--- config.mk ---
export PLATFORM = sky130hd
export DESIGN_NAME = bounded_integer_list_engine
export DESIGN_NICKNAME = d
export VERILOG_FILES = /design/src/sv/bile_pkg.sv /design/src/sv/bile_ctrl.sv /design/src/sv/bile_dp.sv /design/src/sv/bounded_integer_list_engine.sv
export VERILOG_INCLUDE_DIRS = /design/src /design/src/sv
export SDC_FILE = /design/constraint.sdc
export NUM_CORES = 2
export LEC_CHECK = 0
export BUFFER_PORTS_ARGS = -buffer_cell sky130_fd_sc_hd__buf_4
export CORE_ASPECT_RATIO = 0.8
export CORE_UTILIZATION = 45
export DETAILED_ROUTE_END_ITERATION = 16
export PLACE_DENSITY_LB_ADDON = 0.08
export SLEW_MARGIN = 20
export SYNTH_ARGS = -nofsm -noshare
export SYNTH_HDL_FRONTEND = slang
export SYNTH_SLANG_ARGS = --single-unit
--- constraint.sdc ---
create_clock -name clk -period 3.8 [get_ports clk]
set_input_delay 0.19 -clock clk [delete_from_list [all_inputs] [get_ports clk]]
set_output_delay 0.19 -clock clk [all_outputs]
set_load 0.03 [all_outputs]
--- src/sv/assert_macros.svh ---
// Assertion macros shared by the list engine modules.
// Both expect a clock named clk in scope; ASSERT_RST also expects an active-low reset named rst_n.
`ifndef ASSERT_MACROS_SVH
`define ASSERT_MACROS_SVH

// Checked at every rising edge outside reset.
`define ASSERT_RST(lbl, prop, msg) \
    lbl: assert property (@(posedge clk) disable iff (!rst_n) (prop)) else $error(msg);

// Checked at every rising edge, reset included.
`define ASSERT_CLK(lbl, prop, msg) \
    lbl: assert property (@(posedge clk) (prop)) else $error(msg);

`endif

--- src/sv/bile_pkg.sv ---
package bile_pkg;

    localparam int CAPACITY_DEFAULT = 64;

    localparam int CMD_W = 3;
    localparam int VAL_W = 32;
    localparam int POS_W = 6;
    localparam int RES_W = 7;

    // Search result when the word is absent or the command is not a search.
    localparam logic [RES_W-1:0] FOUND_NONE = '1;

    typedef enum logic [CMD_W-1:0] {
        OP_CLEAR       = 3'd0,
        OP_ADD         = 3'd1,
        OP_RM_FAST     = 3'd2,
        OP_RM_STABLE   = 3'd3,
        OP_FIND_FIRST  = 3'd4,
        OP_FIND_LAST   = 3'd5
    } op_t;

    typedef enum logic [1:0] {
        INIT_FIRST,
        INIT_LAST,
        INIT_SHIFT
    } init_sel_t;

    typedef struct packed {
        logic      load;
        logic      clr;
        logic      add;
        logic      dec;
        logic      batch_end;
        logic      init;
        init_sel_t init_sel;
        logic      scan_step;
        logic      shift_wr;
        logic      fast_rd;
        logic      fast_wr;
        logic      fin;
        logic      fin_ok;
        logic      fin_hit;
    } ctrl_t;

    typedef struct packed {
        logic full;
        logic empty;
        logic pos_ok;
        logic pos_last;
        logic hit;
        logic at_end;
    } stat_t;

endpackage

--- src/sv/bile_ctrl.sv ---
`include "assert_macros.svh"

module bile_ctrl
(
    input  logic                         clk,
    input  logic                         rst_n,
    input  logic                         start,
    input  logic [bile_pkg::CMD_W-1:0]   cmd,
    input  logic                         batch_last,
    input  bile_pkg::stat_t              stat,
    output bile_pkg::ctrl_t              ctrl,
    output logic                         busy
);

    typedef enum logic [2:0] {
        S_IDLE,
        S_FAST_RD,
        S_FAST_WR,
        S_SCAN,
        S_SHIFT
    } state_t;

    state_t           state_reg;
    state_t           state_next;
    logic             busy_reg;
    logic             accept;
    bile_pkg::op_t    op;

    assign op     = bile_pkg::op_t'(cmd);
    assign accept = start && !busy_reg;
    assign busy   = busy_reg;

    always_comb
    begin
        ctrl       = '0;
        state_next = state_reg;
        unique case (state_reg)
            S_IDLE:
            begin
                if (accept)
                begin
                    ctrl.load = 1'b1;
                    unique case (op)
                        bile_pkg::OP_CLEAR:
                        begin
                            ctrl.clr = 1'b1;
                            ctrl.fin = 1'b1;
                        end
                        bile_pkg::OP_ADD:
                        begin
                            ctrl.add       = !stat.full;
                            ctrl.fin       = 1'b1;
                            ctrl.fin_ok    = !stat.full;
                            ctrl.batch_end = batch_last;
                        end
                        bile_pkg::OP_RM_FAST:
                        begin
                            if (stat.pos_ok)
                            begin
                                ctrl.dec   = 1'b1;
                                state_next = S_FAST_RD;
                            end
                            else
                            begin
                                ctrl.fin = 1'b1;
                            end
                        end
                        bile_pkg::OP_RM_STABLE:
                        begin
                            priority if (!stat.pos_ok)
                            begin
                                ctrl.fin = 1'b1;
                            end
                            else if (stat.pos_last)
                            begin
                                // Removing the top entry needs no shifting.
                                ctrl.dec    = 1'b1;
                                ctrl.fin    = 1'b1;
                                ctrl.fin_ok = 1'b1;
                            end
                            else
                            begin
                                ctrl.dec      = 1'b1;
                                ctrl.init     = 1'b1;
                                ctrl.init_sel = bile_pkg::INIT_SHIFT;
                                state_next    = S_SHIFT;
                            end
                        end
                        bile_pkg::OP_FIND_FIRST,
                        bile_pkg::OP_FIND_LAST:
                        begin
                            if (stat.empty)
                            begin
                                ctrl.fin = 1'b1;
                            end
                            else
                            begin
                                ctrl.init     = 1'b1;
                                ctrl.init_sel = (op == bile_pkg::OP_FIND_LAST) ?
                                                bile_pkg::INIT_LAST : bile_pkg::INIT_FIRST;
                                state_next    = S_SCAN;
                            end
                        end
                        default:
                        begin
                            ctrl.fin = 1'b1;
                        end
                    endcase
                end
            end
            S_FAST_RD:
            begin
                ctrl.fast_rd = 1'b1;
                state_next   = S_FAST_WR;
            end
            S_FAST_WR:
            begin
                ctrl.fast_wr = 1'b1;
                ctrl.fin     = 1'b1;
                ctrl.fin_ok  = 1'b1;
                state_next   = S_IDLE;
            end
            S_SCAN:
            begin
                priority if (stat.hit)
                begin
                    ctrl.fin     = 1'b1;
                    ctrl.fin_hit = 1'b1;
                    state_next   = S_IDLE;
                end
                else if (stat.at_end)
                begin
                    ctrl.fin   = 1'b1;
                    state_next = S_IDLE;
                end
                else
                begin
                    ctrl.scan_step = 1'b1;
                end
            end
            S_SHIFT:
            begin
                // Once a word has been read, each cycle writes the word read in the previous one, one slot lower.
                ctrl.shift_wr = 1'b1;
                if (stat.at_end)
                begin
                    ctrl.fin    = 1'b1;
                    ctrl.fin_ok = 1'b1;
                    state_next  = S_IDLE;
                end
                else
                begin
                    ctrl.scan_step = 1'b1;
                end
            end
            default:
            begin
                state_next = S_IDLE;
            end
        endcase
    end

    always_ff @(posedge clk or negedge rst_n)
    begin
        if (!rst_n)
        begin
            state_reg <= S_IDLE;
            busy_reg  <= 1'b0;
        end
        else
        begin
            state_reg <= state_next;
            busy_reg  <= (state_next != S_IDLE);
        end
    end

    `ASSERT_RST(a_busy_matches_state, busy_reg == (state_reg != S_IDLE), "busy out of step with state")
    `ASSERT_RST(a_fin_returns_idle, (state_reg != S_IDLE && ctrl.fin) |=> (state_reg == S_IDLE), "no return to idle after a finished command")

endmodule

--- src/sv/bile_dp.sv ---
`include "assert_macros.svh"

module bile_dp
#(
    parameter int CAPACITY = bile_pkg::CAPACITY_DEFAULT
)
(
    input  logic                                clk,
    input  logic                                rst_n,
    input  bile_pkg::ctrl_t                     ctrl,
    output bile_pkg::stat_t                     stat,
    input  logic signed [bile_pkg::VAL_W-1:0]   value,
    input  logic [bile_pkg::POS_W-1:0]          position,
    output logic                                done,
    output logic                                ok,
    output logic signed [bile_pkg::RES_W-1:0]   found_position,
    output logic [bile_pkg::RES_W-1:0]          fill_count,
    output logic [bile_pkg::RES_W-1:0]          batch_accepted
);

    localparam int CW = $clog2(CAPACITY + 1);
    localparam int AW = $clog2(CAPACITY);
    localparam int XW = (CW > bile_pkg::POS_W) ? CW : bile_pkg::POS_W;

    logic [bile_pkg::VAL_W-1:0]  mem [CAPACITY];

    logic [CW-1:0]               count_reg;
    logic [CW-1:0]               count_next;
    logic [CW-1:0]               batch_reg;
    logic [CW-1:0]               batch_next;
    logic [CW-1:0]               batch_upd;

    logic [AW-1:0]               ptr_reg;
    logic [AW-1:0]               chk_reg;
    logic [AW-1:0]               end_reg;
    logic                        down_reg;
    logic                        chk_valid_reg;
    logic [bile_pkg::VAL_W-1:0]  value_reg;
    logic [AW-1:0]               pos_reg;
    logic [bile_pkg::VAL_W-1:0]  rd_data_reg;

    logic                        done_reg;
    logic                        ok_reg;
    logic [bile_pkg::RES_W-1:0]  found_reg;
    logic [bile_pkg::RES_W-1:0]  fill_reg;
    logic [bile_pkg::RES_W-1:0]  batch_out_reg;

    logic [XW-1:0]               pos_ext;
    logic [XW-1:0]               cnt_ext;
    logic                        we;
    logic                        re;
    logic [AW-1:0]               waddr;
    logic [AW-1:0]               raddr;
    logic [bile_pkg::VAL_W-1:0]  wdata;

    assign pos_ext = XW'(position);
    assign cnt_ext = XW'(count_reg);

    always_comb
    begin
        stat.full     = (count_reg == CW'(CAPACITY));
        stat.empty    = (count_reg == '0);
        stat.pos_ok   = (pos_ext < cnt_ext);
        stat.pos_last = ((pos_ext + XW'(1)) == cnt_ext);
        stat.hit      = chk_valid_reg && (rd_data_reg == value_reg);
        stat.at_end   = chk_valid_reg && (chk_reg == end_reg);
    end

    always_comb
    begin
        priority if (ctrl.clr)
        begin
            count_next = '0;
        end
        else if (ctrl.add)
        begin
            count_next = count_reg + CW'(1);
        end
        else if (ctrl.dec)
        begin
            count_next = count_reg - CW'(1);
        end
        else
        begin
            count_next = count_reg;
        end
    end

    // The batch count saturates at the capacity and clears after the closing add.
    assign batch_upd  = (ctrl.add && batch_reg != CW'(CAPACITY)) ? batch_reg + CW'(1) : batch_reg;
    assign batch_next = ctrl.batch_end ? '0 : batch_upd;

    always_comb
    begin
        we    = ctrl.add || ctrl.fast_wr || (ctrl.shift_wr && chk_valid_reg);
        re    = ctrl.scan_step || ctrl.fast_rd;
        raddr = ctrl.fast_rd ? count_reg[AW-1:0] : ptr_reg;
        priority if (ctrl.add)
        begin
            waddr = count_reg[AW-1:0];
            wdata = value;
        end
        else if (ctrl.fast_wr)
        begin
            waddr = pos_reg;
            wdata = rd_data_reg;
        end
        else
        begin
            waddr = chk_reg - AW'(1);
            wdata = rd_data_reg;
        end
    end

    always_ff @(posedge clk)
    begin
        if (we)
        begin
            mem[waddr] <= wdata;
        end
        if (re)
        begin
            rd_data_reg <= mem[raddr];
        end
    end

    always_ff @(posedge clk)
    begin
        if (ctrl.load)
        begin
            value_reg <= value;
            pos_reg   <= pos_ext[AW-1:0];
        end
        if (ctrl.init)
        begin
            unique case (ctrl.init_sel)
                bile_pkg::INIT_FIRST:
                begin
                    ptr_reg <= '0;
                    end_reg <= AW'(count_reg - CW'(1));
                end
                bile_pkg::INIT_LAST:
                begin
                    ptr_reg <= AW'(count_reg - CW'(1));
                    end_reg <= '0;
                end
                bile_pkg::INIT_SHIFT:
                begin
                    ptr_reg <= AW'(pos_ext + XW'(1));
                    end_reg <= AW'(count_reg - CW'(1));
                end
                default:
                begin
                    ptr_reg <= '0;
                    end_reg <= '0;
                end
            endcase
            down_reg <= (ctrl.init_sel == bile_pkg::INIT_LAST);
        end
        else if (ctrl.scan_step)
        begin
            chk_reg <= ptr_reg;
            ptr_reg <= down_reg ? ptr_reg - AW'(1) : ptr_reg + AW'(1);
        end
        if (ctrl.fin)
        begin
            ok_reg        <= ctrl.fin_ok;
            found_reg     <= ctrl.fin_hit ? bile_pkg::RES_W'(chk_reg) : bile_pkg::FOUND_NONE;
            fill_reg      <= bile_pkg::RES_W'(count_next);
            batch_out_reg <= bile_pkg::RES_W'(batch_upd);
        end
    end

    always_ff @(posedge clk or negedge rst_n)
    begin
        if (!rst_n)
        begin
            count_reg     <= '0;
            batch_reg     <= '0;
            chk_valid_reg <= 1'b0;
            done_reg      <= 1'b0;
        end
        else
        begin
            count_reg <= count_next;
            batch_reg <= batch_next;
            done_reg  <= ctrl.fin;
            if (ctrl.init)
            begin
                chk_valid_reg <= 1'b0;
            end
            else if (ctrl.scan_step)
            begin
                chk_valid_reg <= 1'b1;
            end
        end
    end

    assign done           = done_reg;
    assign ok             = ok_reg;
    assign found_position = found_reg;
    assign fill_count     = fill_reg;
    assign batch_accepted = batch_out_reg;

    `ASSERT_RST(a_count_bound, count_reg <= CW'(CAPACITY), "fill count above capacity")
    `ASSERT_RST(a_batch_bound, batch_reg <= CW'(CAPACITY), "batch count above capacity")
    `ASSERT_RST(a_read_in_list, ctrl.scan_step |-> (ptr_reg <= count_reg), "scan reads beyond the list")

endmodule

--- src/sv/bounded_integer_list_engine.sv ---
// Fixed-capacity list of signed 32-bit words, driven one command at a time.
// A command transfers at a rising edge with start high and busy low; cmd,
// value, position and batch_last are sampled at that edge.
// Every command gives one result: done is high for exactly one cycle with
// ok, found_position, fill_count and batch_accepted valid alongside it.
// The receiver cannot stall, so the result must be taken in that cycle.
// Steps from transfer to done:
//   clear, add, rejected removal, stable removal of the top entry and
//   search of an empty list: finished directly from the idle state;
//   fast removal: one memory read, then one write;
//   stable removal: one shift step per entry above the slot;
//   find first/last: one step per entry examined, at most fill entries.
// Searches and stable removal step through the entry memory one word per
// cycle through its single read port and so set the worst case. busy stays
// low for idle-finished commands, which can follow in consecutive cycles.
// Reset empties the list and the batch count; the entry memory itself is
// not cleared and needs no clearing pass.
module bounded_integer_list_engine
#(
    parameter int CAPACITY = bile_pkg::CAPACITY_DEFAULT
)
(
    input  logic                                clk,
    input  logic                                rst_n,
    input  logic                                start,
    input  logic [bile_pkg::CMD_W-1:0]          cmd,
    input  logic signed [bile_pkg::VAL_W-1:0]   value,
    input  logic [bile_pkg::POS_W-1:0]          position,
    input  logic                                batch_last,
    output logic                                busy,
    output logic                                done,
    output logic                                ok,
    output logic signed [bile_pkg::RES_W-1:0]   found_position,
    output logic [bile_pkg::RES_W-1:0]          fill_count,
    output logic [bile_pkg::RES_W-1:0]          batch_accepted
);

    bile_pkg::ctrl_t ctrl;
    bile_pkg::stat_t stat;

    bile_ctrl u_ctrl
    (
        .clk        (clk),
        .rst_n      (rst_n),
        .start      (start),
        .cmd        (cmd),
        .batch_last (batch_last),
        .stat       (stat),
        .ctrl       (ctrl),
        .busy       (busy)
    );

    bile_dp
    #(
        .CAPACITY (CAPACITY)
    )
    u_dp
    (
        .clk            (clk),
        .rst_n          (rst_n),
        .ctrl           (ctrl),
        .stat           (stat),
        .value          (value),
        .position       (position),
        .done           (done),
        .ok             (ok),
        .found_position (found_position),
        .fill_count     (fill_count),
        .batch_accepted (batch_accepted)
    );

endmodule
# Word level (Yosys, flattened, before mapping)
# Memories as Yosys holds them, arrays and structs flattened. A register that Yosys moved wholly into a read port is not among the register bits.
# Index checks and enable logic that the tools add are counted.
dict set report totals {
  regBits 99
  mem_bits_rw 2048
  inputBits 45
  output_inout_bits 24
  word_cells 123
  memories 1
}
# memory depth word_bits rd rd_clocked_by_memory_dff wr line
set memory_table {}
lappend memory_table {u_dp.mem 64 32 1 1 1 bile_dp.sv:25} ;# logic [bile_pkg::VAL_W-1:0] mem [CAPACITY];
dict set report op_classes {
  addsub 7
  n_lt_le_gt_ge 1
  n_eq_ne 16
  n_mux 60
  n_bitwise 1
  n_reduce_logical 20
}
# op n
set ops {}
lappend ops {{7-bit two-way mux} 6}
lappend ops {{6-bit two-way mux} 6}
lappend ops {{32-bit == test} 1}
lappend ops {{32-bit two-way mux} 1}
lappend ops {{3-bit two-way mux} 10}
lappend ops {{1-bit two-way mux} 23}
lappend ops {{8-bit two-way mux} 2}
lappend ops {{7-bit by 1-bit adder with 7-bit output (second input constant)} 2}
lappend ops {{3-bit by 2-bit == test with 1-bit output (second input constant)} 4}
lappend ops {{3-bit one-hot mux with 4 select lines} 1}
lappend ops {{6-bit one-hot mux with 2 select lines} 1}
lappend ops {{6-bit by 1-bit subtractor with 6-bit output (second input constant)} 2}
lappend ops {{3-bit == test (second input constant)} 3}
lappend ops {{3-bit one-hot mux with 3 select lines} 1}
lappend ops {{6-bit by 1-bit adder with 7-bit output (second input constant)} 1}
lappend ops {{7-bit == test} 1}
lappend ops {{7-bit == test (second input constant)} 1}
lappend ops {{7-bit logical NOT} 1}
lappend ops {{6-bit by 7-bit < comparator with 1-bit output} 1}
lappend ops {{7-bit != test (second input constant)} 1}
lappend ops {{7-bit by 1-bit subtractor with 7-bit output (second input constant)} 1}
lappend ops {{6-bit by 1-bit adder with 6-bit output (second input constant)} 1}
lappend ops {{3-bit by 1-bit == test with 1-bit output (second input constant)} 2}
lappend ops {{6-bit == test} 1}
lappend ops {{other kinds (17)} 31}

# Longest topological paths before layout
dict set report depth {
  ltp_word 11
  ltp_mapped 13
  mapped_depth_nobuf 12
}

# Modules after synthesis
# Synthesis repeated with hierarchy kept, for this count alone.
dict set report hier_totals {
  hier_cells 8098
  hier_area_um2 100023.4
}
# mod instances cells_each area_each_um2 seq_area_each_um2
set modules_own_cells {}
lappend modules_own_cells {bile_dp 1 8050 99659.3 65232.6}
lappend modules_own_cells {bile_ctrl 1 48 364.1 100.1}

# Least setup slack after synthesis
# OpenSTA, ideal clock, no wires.
dict set report synth_timing {
  path_type {register -> register}
  from {reg u_dp.count_reg[5] (netlist: u_dp.cnt_ext[5])}
  to {mem u_dp.mem[19][0] (netlist bit), enable pin}
  setup_ps 421
  arrival_ps 3580
  t_required_ps 3379
  slack_ps -201
  stages_incl_launch_ff 9
  n_path_buf 2
  synth_period_minus_slack_ps 4001
  path_cell_list {dfrtp_1 > nor4_1 > a31oi_1 > buf_2 > nand2_1 > mux2_2 > or3b_1 > clkbuf_1 > nor2_1}
}
dict set report synth_between {
  elab_chain_len 9
  elab_cells_between_ends 10
  classes_between {eq/ne (1); mux (6); reduce/logical (3)}
}
# element line
set synth_rtl {}
lappend synth_rtl {{start: declaration} bile_dp.sv:27} ;# logic [CW-1:0] count_reg;
lappend synth_rtl {{start signal: assignment} bile_dp.sv:185} ;# count_reg <= count_next;
lappend synth_rtl {{7-bit == test} bile_dp.sv:61} ;# stat.full = (count_reg == CW'(CAPACITY));
lappend synth_rtl {{1-bit logical NOT} bile_ctrl.sv:51} ;# ctrl.add = !stat.full;
lappend synth_rtl {{1-bit two-way mux} bile_ctrl.sv:43} ;# unique case (op)
lappend synth_rtl {{8-bit two-way mux} bile_ctrl.sv:40} ;# if (accept)
lappend synth_rtl {{8-bit two-way mux} bile_ctrl.sv:37} ;# unique case (state_reg)
lappend synth_rtl {{1-bit logical OR (2 in a row)} bile_dp.sv:95} ;# we = ctrl.add || ctrl.fast_wr || (ctrl.shift_wr && chk_valid_reg);
lappend synth_rtl {{1-bit two-way mux} bile_dp.sv:117} ;# if (we)
lappend synth_rtl {{1-bit two-way mux (implied by the code)} bile_dp.sv:119} ;# mem[waddr] <= wdata;
lappend synth_rtl {{end: declaration} bile_dp.sv:25}
# Parallel ways exist; a longest one is shown, timed or not.

# Worst setup path in the final report
dict set report layout_timing {
  from {reg u_ctrl.state_reg[2]}
  to {reg u_dp.rd_data_reg[26] (netlist bit) (read register of u_dp.mem) (data pin)}
}
dict set report layout_between {
  elab_chain_len 3
  elab_cells_between_ends 7
  classes_between {eq/ne (3); mux (3); reduce/logical (1)}
}
# element line
set layout_rtl {}
lappend layout_rtl {{start: declaration} bile_ctrl.sv:23} ;# state_t state_reg;
lappend layout_rtl {{start signal: assignment} bile_ctrl.sv:172} ;# state_reg <= state_next;
lappend layout_rtl {{3-bit == test, or another cell as far along} bile_ctrl.sv:37}
lappend layout_rtl {{1-bit one-hot mux with 2 select lines or 1-bit two-way mux (tied branches)} bile_ctrl.sv:37}
lappend layout_rtl {{1-bit logical OR or 6-bit two-way mux (tied branches)} {bile_dp.sv:96, bile_dp.sv:97}}
lappend layout_rtl {{end: declaration} bile_dp.sv:40} ;# logic [bile_pkg::VAL_W-1:0] rd_data_reg;
# Parallel ways exist; a longest one is shown, timed or not.
# A chain may end at the register's enable or synchronous reset.

==> impl_metrics.tcl <==
set metrics [dict create \
    yosysWarningCount 0 \
    remaining_drc_errors 0 \
    achievable-frequency_ghz 0.267 \
    reg2regPathDepth 10 \
    drv_slew 0 \
    fin_cells 7878 \
    cts_tree "done" \
    dpl.hpwl_mm 154 \
    combPwrFrac 0.355 \
    hold_viol 0 \
    cap_violations 0 \
    cts_buffers 211 \
    ys_seq_area_frac 0.772 \
    pin_count 69 \
    core_area_sq_um 186000 \
    track_usage 0.271 \
    endpoint "u_dp.rd_data_reg[26]$_DFFE_PP_" \
    p_clk_frac 0.250 \
    vias 47244 \
    power_mw 81.7 \
    reg2reg_to "u_dp.rd_data_reg[26]$_DFFE_PP_" \
    p_int_mw 52.6 \
    timing.rr.start "u_ctrl.state_reg[2]$_DFF_PN0_" \
    cp.required_ns 4.36 \
    avgSynthCellArea_sq_um 18.0 \
    dieArea_sq_um 190000 \
    end_kind "flop" \
    yosys-top-cells-area "edfxtp_1 77%, mux2i_1 12%, o22ai_1 3.8%" \
    place_ws_ns -0.340 \
    yosys_most_used_dff "edfxtp_1" \
    worst_slack_ns 0.0488 \
    cts.reportedPaths.clkPinSlew_ns 0.07 \
    ys_seq_elements 2179 \
    critPathLaunch "u_ctrl.state_reg[2]$_DFF_PN0_" \
    synth_top_area_frac 0.766 \
    gp_congestion 0.864 \
    via_per_inst 6.00 \
    dpl.cell_count 7430 \
    grt_first_pass_wirelength_mm 357 \
    cp-start-kind "flop" \
    synth.distinct_cells 61 \
    rsz0062_at_grt "false" \
    synthCells 4692 \
    synth_area_sq_um 84600 \
    syn2layout_area_growth_pct 18.6 \
    final_common_cell "edfxtp_1" \
    syn_nets 4757 \
    globalRouteOverflowTotal 0 \
    cts_root_buf "clkbuf_16" \
    placementRows 141 \
    final_cell_mix "2159 x edfxtp_1, 1030 x mux2i_1, 513 x o22ai_1, 368 x buf_4, 219 x clkbuf_16" \
    arrival_ns 4.31 \
    fin_skew_ns 0.0417 \
    cts_buffer_depth 3 \
    routed_wl_mm 260 \
    tightest_slew_ns 0.895 \
    ant_nets 0 \
    reg2reg_slack_ns 0.05 \
    crit_fanout 58 \
    vdd_ir_drop_max_v 0.000655 \
    switchingPower_mw 29.2 \
    synth_edf_count 2159 \
    min_period_ns 3.75 \
    clkSinkCount 2179 \
    antenna_found_initial 8 \
    min_path_type "in -> reg" \
    final_nets 5259 \
    outcome "finished clean" \
    slew_headroom 0.386 \
    swShare 0.357 \
    clk_latency_ns 0.84 \
    power_frac_seq 0.395 \
    first_global_vias 44678 \
    layout-drive-gt1-share 0.184 \
    fin_crit_sh 0.987 \
    die_h_microns 390 \
    setup.worst_path.class "reg -> reg" \
    start_util 0.456 \
    async_flop_share 0.00918 \
    io_buffers 68 \
    holdWs_ns 0.106 \
    p_leak_nw 34.8 \
    p_per_area_nw_per_um2 814 \
    largest_reg_flops 2048 \
    wire_per_inst_microns 33.0 \
    die_x_microns 487 \
    h-tree-depth 4 \
    grt_max_degree 65 \
    yosysTopAreaCell "edfxtp_1" \
    first_iter_violations 6332 \
    dr.pass1.iters 5 \
    setup_viol 0 \
]
[per-stage QoR]
| stage | util | cell area (sq um) | setup TNS (ns) |
|---|---|---|---|
| after global routing | 0.540 | 100000 | 0 |
| after global placement | 0.498 | 92600 | -18.10 |
| final | 0.540 | 100000 | 0 |
| after detailed placement | 0.500 | 92900 | -3.47 |
| after CTS | 0.540 | 100000 | 0 |
| after floorplan | - | 84600 | -165.33 |
[synthesized netlist by cell type (5+ instances only)]
cell and instances:
and3_1 7, nor3b_1 5, o31ai_1 8, mux2i_1 1033, edfxtp_1 2159, buf_2 126
o31a_1 7, xor2_1 16, o2111ai_1 33, mux2_2 8, clkbuf_1 107, nand2_1 136
or2_2 6, buf_1 14, nor3_1 11, inv_1 22, nand3_1 14, ha_1 19
dfrtp_1 20, o21ai_0 10, nand2b_1 13, o41ai_1 96, nor2b_1 6, a21oi_1 16
nand4_1 25, o22ai_1 513, xnor2_1 50, nor2_1 88, nand3b_1 9, buf_4 13
nor4_1 40
[final cells by class]
type / instances / area, sq um
diodes: 2 / 5.00
clock inverters: 119 / 967
well taps: 2502 / 3130
inverters: 23 / 86.3
repair buffers: 552 / 5930
fillers: 14559 / 85400
clock buffers: 274 / 5680
multi-input cells: 2227 / 19300
flip-flops and latches: 2179 / 65300
[cell families (layout without fill, tap and decap cells)]
| group | Yosys count | in the layout | synth area share |
|---|---|---|---|
| AO/OA/AOI/OAI | 720 | 720 | 0.0575 |
| multiplexers | 1041 | 1041 | 0.123 |
| XOR/XNOR | 67 | 67 | 0.00710 |
| flip-flops | 2179 | 2179 | 0.772 |
| buffers and inverters | 286 | 968 | 0.0154 |
| AND/OR/NAND/NOR | 379 | 379 | 0.0217 |
| other | 0 | 2 | 0 |
| adder cells (fa/ha/maj) | 20 | 20 | 0.00305 |
[worst min path at each step]
stage | startpoint | to | slack (ns) | depth (start not counted)
3_5_place_dp | rst_n | u_dp.done$_DFF_PN0_ | 0.1 | 1
6_report | value[11] | u_dp.value_reg[11]$_DFFE_PP_ | 0.11 | 2
4_1_cts | value[28] | u_dp.value_reg[28]$_DFFE_PP_ | 0.04 | 2
5_1_grt | value[11] | u_dp.value_reg[11]$_DFFE_PP_ | 0.08 | 2
2_1_floorplan | rst_n | u_ctrl.busy$_DFF_PN0_ | -0.11 | 0
3_3_place_gp | rst_n | u_dp.done$_DFF_PN0_ | 0.1 | 1
[power by group through the flow]
stage               registers [mW]  clock network [mW]  logic [mW]
finish                        32.3                20.4        29.0
global route                  32.3                21.6        30.2
CTS                           32.2                20.7        28.6
detailed placement            32.7                   0        28.2
global placement              32.7                   0        27.6
floorplan                     32.7                   0        14.1
[metal layers]
layer | up-vias | wire, microns | track usage
met5 | - | 13 | 0
met4 | 2 | 3740 | 0.0457
met3 | 256 | 23500 | 0.0528
met2 | 2050 | 113000 | 0.397
met1 | 24810 | 119000 | 0.422
li1 | 20126 | - | -
[critical path: stages, from the launching register on]
cell       delay [ns]
dfrtp_1          0.50
nor3b_4          0.34
mux2i_4          0.36
buf_4            0.19
buf_16           0.25
buf_16           0.38
mux2i_1          0.41
o22ai_1          0.17
o41ai_2          0.54
buf_4            0.22
o2111ai_1        0.11
[repair_timing]
| action | CTS | global route |
|---|---|---|
| endpoints found under the hold margin | 238 | 19 |
| gates cloned | 1 | 1 |
| buffers inserted | 2 | 0 |
| resized for setup | 27 | 18 |
| hold buffers | 48 | 1 |
| endpoints found under the setup margin | 21 | 59 |
| pin swaps | 0 | 3 |
Note: power is estimated with default switching activity, not from simulation.
